**src/rtl/ajb_pkg.sv**
```systemverilog
// ajb_pkg: constants, codes and control structs of the audio jitter buffer playout block
// no dependencies
package ajb_pkg;

    localparam int NUM_PKTS     = 64;
    localparam int PKT_SAMPLES  = 512;
    localparam int MAX_CHANNELS = 8;

    localparam int SLOT_W = $clog2(NUM_PKTS);
    localparam int POS_W  = $clog2(PKT_SAMPLES + 1);
    localparam int OFS_W  = POS_W + 1;
    localparam int CNT_W  = 7;
    localparam int CH_W   = 3;
    localparam int NC_W   = 4;
    localparam int ADDR_W = $clog2(NUM_PKTS * PKT_SAMPLES);
    localparam int IDX_W  = 2;
    localparam int DATA_W = 8;

    localparam int TH_DEPLETED   = NUM_PKTS / 32;
    localparam int TH_UNDER_PER  = NUM_PKTS / 16;
    localparam int TH_OVER_PER   = NUM_PKTS / 2;
    localparam int TH_UNDER_PLAY = NUM_PKTS / 8;
    localparam int TH_OVER_PLAY  = NUM_PKTS / 4;

    localparam logic [1:0] CMD_WRITE  = 2'd0;
    localparam logic [1:0] CMD_PERIOD = 2'd1;
    localparam logic [1:0] CMD_PLAY   = 2'd2;

    localparam logic [1:0] KIND_AUDIO  = 2'd0;
    localparam logic [1:0] KIND_COMMIT = 2'd1;
    localparam logic [1:0] KIND_PERIOD = 2'd2;

    localparam logic [1:0] MODE_NORMAL   = 2'd0;
    localparam logic [1:0] MODE_UNDER    = 2'd1;
    localparam logic [1:0] MODE_OVER     = 2'd2;
    localparam logic [1:0] MODE_DEPLETED = 2'd3;

    localparam logic [IDX_W-1:0] REG_NUM_CHANNELS = 2'd0;
    localparam logic [IDX_W-1:0] REG_CHANNEL_MASK = 2'd1;

    typedef struct packed {
        logic capture;
        logic do_write;
        logic do_period;
        logic play_chk;
        logic play_cap;
        logic play_adj;
        logic emit;
    } ajb_cmd_t;

    typedef struct packed {
        logic [1:0] cmd;
        logic       eop;
        logic       ch_last;
        logic       out_free;
    } ajb_status_t;

endpackage

```
**src/rtl/ajb_ctrl.sv**
```systemverilog
// ajb_ctrl: sequencer for write, period and play items
// depends on ajb_pkg
module ajb_ctrl (
    input  logic                clk,
    input  logic                rst_n,
    input  logic                in_valid,
    output logic                in_ready,
    input  ajb_pkg::ajb_status_t status,
    output ajb_pkg::ajb_cmd_t    cmd
);
    import ajb_pkg::*;

    typedef enum logic [7:0] {
        ST_IDLE   = 8'b00000001,
        ST_WRITE  = 8'b00000010,
        ST_PERIOD = 8'b00000100,
        ST_LEN    = 8'b00001000,
        ST_CHK    = 8'b00010000,
        ST_CAP    = 8'b00100000,
        ST_ADJ    = 8'b01000000,
        ST_EMIT   = 8'b10000000
    } state_t;

    state_t state_reg, state_next;

    assign in_ready = (state_reg == ST_IDLE);

    always_comb
    begin
        state_next = state_reg;
        cmd        = '0;
        case (state_reg)
            ST_IDLE:
            begin
                if (in_valid)
                begin
                    cmd.capture = 1'b1;
                    state_next  = ST_LEN;
                end
            end
            ST_LEN:
            begin
                case (status.cmd)
                    CMD_WRITE:  state_next = ST_WRITE;
                    CMD_PERIOD: state_next = ST_PERIOD;
                    CMD_PLAY:   state_next = ST_CHK;
                    default:    state_next = ST_IDLE;
                endcase
            end
            ST_WRITE:
            begin
                if (!status.eop || status.out_free)
                begin
                    cmd.do_write = 1'b1;
                    state_next   = ST_IDLE;
                end
            end
            ST_PERIOD:
            begin
                if (status.out_free)
                begin
                    cmd.do_period = 1'b1;
                    state_next    = ST_IDLE;
                end
            end
            ST_CHK:
            begin
                cmd.play_chk = 1'b1;
                state_next   = ST_CAP;
            end
            ST_CAP:
            begin
                cmd.play_cap = 1'b1;
                state_next   = status.ch_last ? ST_ADJ : ST_CHK;
            end
            ST_ADJ:
            begin
                cmd.play_adj = 1'b1;
                state_next   = ST_EMIT;
            end
            ST_EMIT:
            begin
                if (status.out_free)
                begin
                    cmd.emit = 1'b1;
                    if (status.ch_last)
                    begin
                        state_next = ST_IDLE;
                    end
                end
            end
            default:
            begin
                state_next = ST_IDLE;
            end
        endcase
    end

    always_ff @(posedge clk or negedge rst_n)
    begin
        if (!rst_n)
        begin
            state_reg <= ST_IDLE;
        end
        else
        begin
            state_reg <= state_next;
        end
    end
endmodule

```
**config.mk**
```make
export PLATFORM = sky130hd
export DESIGN_NAME = ajb_ctrl
export DESIGN_NICKNAME = d
export VERILOG_FILES = /design/src/rtl/ajb_pkg.sv /design/src/rtl/ajb_ctrl.sv
export SDC_FILE = /design/constraint.sdc
export NUM_CORES = 1
export LEC_CHECK = 0
export BUFFER_PORTS_ARGS = -buffer_cell sky130_fd_sc_hd__buf_2
export CORE_AREA = 2 2 39 41
export DETAILED_ROUTE_END_ITERATION = 12
export DIE_AREA = 0 0 41 43
export GPL_TIMING_DRIVEN = 0
export PLACE_DENSITY = 0.59
export REMOVE_ABC_BUFFERS = 1
export SLEW_MARGIN = 20
export SYNTH_ARGS = -nofsm -noshare
export SYNTH_HDL_FRONTEND = slang
export SYNTH_SLANG_ARGS = --single-unit
```
**constraint.sdc**
```tcl
create_clock -name clk -period 3.57 [get_ports clk]
set_clock_uncertainty 0.1 [all_clocks]
set_input_delay 0.357 -clock clk [delete_from_list [all_inputs] [get_ports clk]]
set_output_delay 0.357 -clock clk [all_outputs]
set_load 0.005 [all_outputs]
```
Word level (Yosys, flattened, before mapping)
Index checks and enable logic that the tools add are counted.

Bits in registers: 8. Output and inout bits: 8. Bits of input ports: 8. Word-level logic and storage cells: 38.

Muxes and demuxes: 18. Reductions and logical operators: 4. Equal/unequal tests: 15.

Operators by type and width (count): 8-bit case mux with 8 select lines (1); 8-bit 2-to-1 mux (5); 5-bit case mux with 3 select lines (1); 1-bit 2-to-1 mux (10); 2-bit inequality test, second input constant (5); 8-bit by 1-bit equality test with 1-bit output, second input constant (1); 8-bit by 2-bit equality test with 1-bit output, second input constant (1); 8-bit by 3-bit equality test with 1-bit output, second input constant (1); 8-bit by 4-bit equality test with 1-bit output, second input constant (1); 8-bit by 5-bit equality test with 1-bit output, second input constant (1); 8-bit by 6-bit equality test with 1-bit output, second input constant (1); 8-bit by 7-bit equality test with 1-bit output, second input constant (1); 8-bit equality test, second input constant (1); 7-bit 2-to-1 mux (1); 5-bit AND reduction (1); 2-bit by 1-bit equality test with 1-bit output, second input constant (1); 2-bit equality test, second input constant (1); 2-bit logical NOT (1); 1-bit logical NOT (1); 1-bit logical OR (1).

Longest topological paths before layout
Depth after elaboration: 4. Mapped depth: 6. Gate-level depth less buffers: 5.

Least setup slack after synthesis
No wires, ideal clock.

Kind: register to output. Start: register state_reg[7]. End: output port cmd[3] (netlist name). Stages on the path, launching flop included: 5. Path slack: 1.500 ns. Required time: 3.113 ns. Buffers on the path: 1. Arrival time: 1.613 ns. Cell sequence: dfrtp_1 -> or4_4 -> or3_4 -> nor3b_1 -> buf_4.

RTL lines: start: declaration (line ajb_ctrl.sv:24) `state_t state_reg, state_next;`; start signal: assignment (line ajb_ctrl.sv:107) `state_reg <= state_next;`; end: declaration (line ajb_ctrl.sv:9) `output ajb_pkg::ajb_cmd_t cmd`.

==> impl_results.md <==
- Htree depth: 1
- Relative slew slack: 0.672
- Post-CTS Setup Bufs: 0
- Footprint of the multi-input gates: 275 um2
- Mapped Cells: just over 50
- Placed inst area: slightly below 600 um2
- Fmax: between 400 and 500 MHz
- Clock root cell: clkbuf_4
- ANT cells: 0
- Crit path arrival time: between 1.5 and 2 ns
- Initial DRC Count: 14
- GPL Wtd Cong: 0.761
- CTS clock-pin slew for the worst setup and hold paths: roughly 0.06 ns
- Clock Path Buffers: 2
- CP Launch Type: flop
- Antenna violations before repair: 0
- Ys flop type: dfrtp_1
- Crit end category: primary output
- Total Routing Usage GR: 0.133
- Vias in the first global route: around 380
- Port Buffers: 15
- Clock sinks: 8
- Synth unique cells: 30
- Vias: around 450
- Final Cell Area: just over 600 um2
- Die height: approximately 43 um
- WL/cell: between 10 and 15 um
- DIE AREA: approximately 0.0018 mm2
- Routed WL: between 1 and 1.5 mm
- Largest net degree at the start of global routing: 9
- DRT Pass-1 Iters: 4
- First-pass GRT wire length: 1.51 mm
- Post-DP HPWL: 800 um
- Layout area overhead: 23.9%
- Placeable Area: 0.00138 mm2
- Pwr Density: between 500 and 600 mW/mm2
- Ratio of cells with drive above 1 in the final layout: 0.377
- Nets: 78
- Die W: ~40 um
- Yosys synthesis warning count: 0
- Fillers: ~160
- Fin Hold WS: approximately 0.22 ns
- Seq/Total Area, Yosys: 0.400
- CP Data Required Time: 3.11 ns
- CTS Buf Count: 3
- LEAKAGE: around 0.00031 uW
- Avg Vias per Cell: between 5 and 6
- Syn_area_per_cell: just under 10 um2
- Largest register FFs: 8
- Async SR Flop Fraction: 1.00
- GRT overflow: 0
- Post-Synthesis Cell Area: 503 um2
- EDFF count, synth: 0
- Post-route ant nets: 0
- Worst Path Class, Setup: flop to primary output
- Final slew viol count: 0
- DRC: 0
- # rows: 14
- Final Cycle Share: 0.680
- Unrepaired setup endpoints after global routing: no
- Setup_tns: 0 ns
- Register bit count reported by yosys: 8
- Worst-margin pin slew: 0.488 ns
- Max cap viols: 0
- TritonCTS clock tree: yes
- IO Count: 16
- Outcome: complete, no violations
- Final setup vio count: 0
- Hold Crit Class: input port to flop
- Final hold violations: 0
- Sequential cell area: about 200 um2
- Peak VDD IR: around 0.19 mV
- Starting Density: 0.363
- Final Critical Period: ~2.4 ns
- Clock latency on the worst-skew pair: roughly 0.25 ns
- Critical Path Fanout Max: 5
[cells in the mapped netlist, types with 2 or more instances]
cell type | number | area [um2]
nor4_1 | 2 | 12.5
inv_1 | 4 | 15.0
and2_1 | 3 | 18.8
dfrtp_1 | 7 | 175
and4b_2 | 2 | 22.5
nand3b_1 | 2 | 15.0
a21oi_1 | 2 | 10.0
nor3b_1 | 2 | 15.0
nor2_1 | 6 | 22.5
[kinds of logic after synthesis]
family | synth area share
buf+inv | 0.0522
flops | 0.401
xor+xnor | 0.0174
compound gates | 0.137
simple gates | 0.393
[critical path, stage by stage (launching register included)]
cell and delay (ns):
dfrtp_1 0.40, or4_4 0.56, or3_4 0.38, nor3b_4 0.23, buf_2 0.15
[layout make-up]
class                      instances  share of cell area
clock buffer                       4              0.0422
inverter                           4              0.0241
multi-input combinational         37               0.442
sequential                         8               0.323
tap                               16              0.0321
timing repair buffer              16               0.137
[report_power, final]
part	leakage, uW	internal, uW	switching [uW]
combinational	0.000184	58.5	60.5
clock	0.0000150	42.7	29.3
sequential	0.000107	108	13.6
total	0.000306	209	103
[repair_timing]
action,CTS,global route
endpoints found under the hold margin,7,0
hold buffers,1,0
gates resized for setup,0,0
[stage by stage]
| step | utilization | power (uW) | setup WS, ns | std cells |
|---|---|---|---|---|
| finish | 0.450 | 312 | 1.14 | 85 |
| global route | 0.450 | 335 | 1.09 | 85 |
| CTS | 0.450 | 318 | 1.13 | 85 |
| detailed placement | 0.424 | 241 | 1.41 | 80 |
| global placement | 0.424 | 240 | 1.42 | 80 |
| floorplan | - | 205 | 1.58 | 49 |
[path summary, 6_finish.rpt]
| path | from | depth (start not counted) | slack, ns | to |
|---|---|---|---|---|
| max reg2reg | state_reg[7] | 5 | 1.51 | state_reg[7] |
| min | status[4] | 2 | 0.22 | state_reg[2] |
| max in group asynchronous | rst_n | 2 | 2.75 | state_reg[0] |
| min in group asynchronous | rst_n | 2 | 0.37 | state_reg[4] |
| max | state_reg[7] | 4 | 1.14 | cmd[2] |
| min reg2reg | state_reg[7] | 1 | 0.44 | state_reg[7] |
[metal layers]
| metal | share of wire | GRT usage |
|---|---|---|
| met1 | 0.48 | 0.175 |
| met2 | 0.45 | 0.181 |
| met3 | 0.068 | 0.0157 |
| met4 | 0.0079 | 0.120 |
| met5 | 0 | 0 |
[placed cells by master (no fill, tap or decap), types with 2 or more instances in the layout]
| cell type | count |
|---|---|
| and4b_2 | 2 |
| buf_2 | 15 |
| clkbuf_4 | 3 |
| nor3b_1 | 2 |
| and2_1 | 3 |
| nand3b_1 | 2 |
| inv_1 | 4 |
| nor2_1 | 6 |
| dfrtp_1 | 7 |
| nor4_1 | 2 |
| a21oi_1 | 2 |
Power figures use the tool's default switching activity.
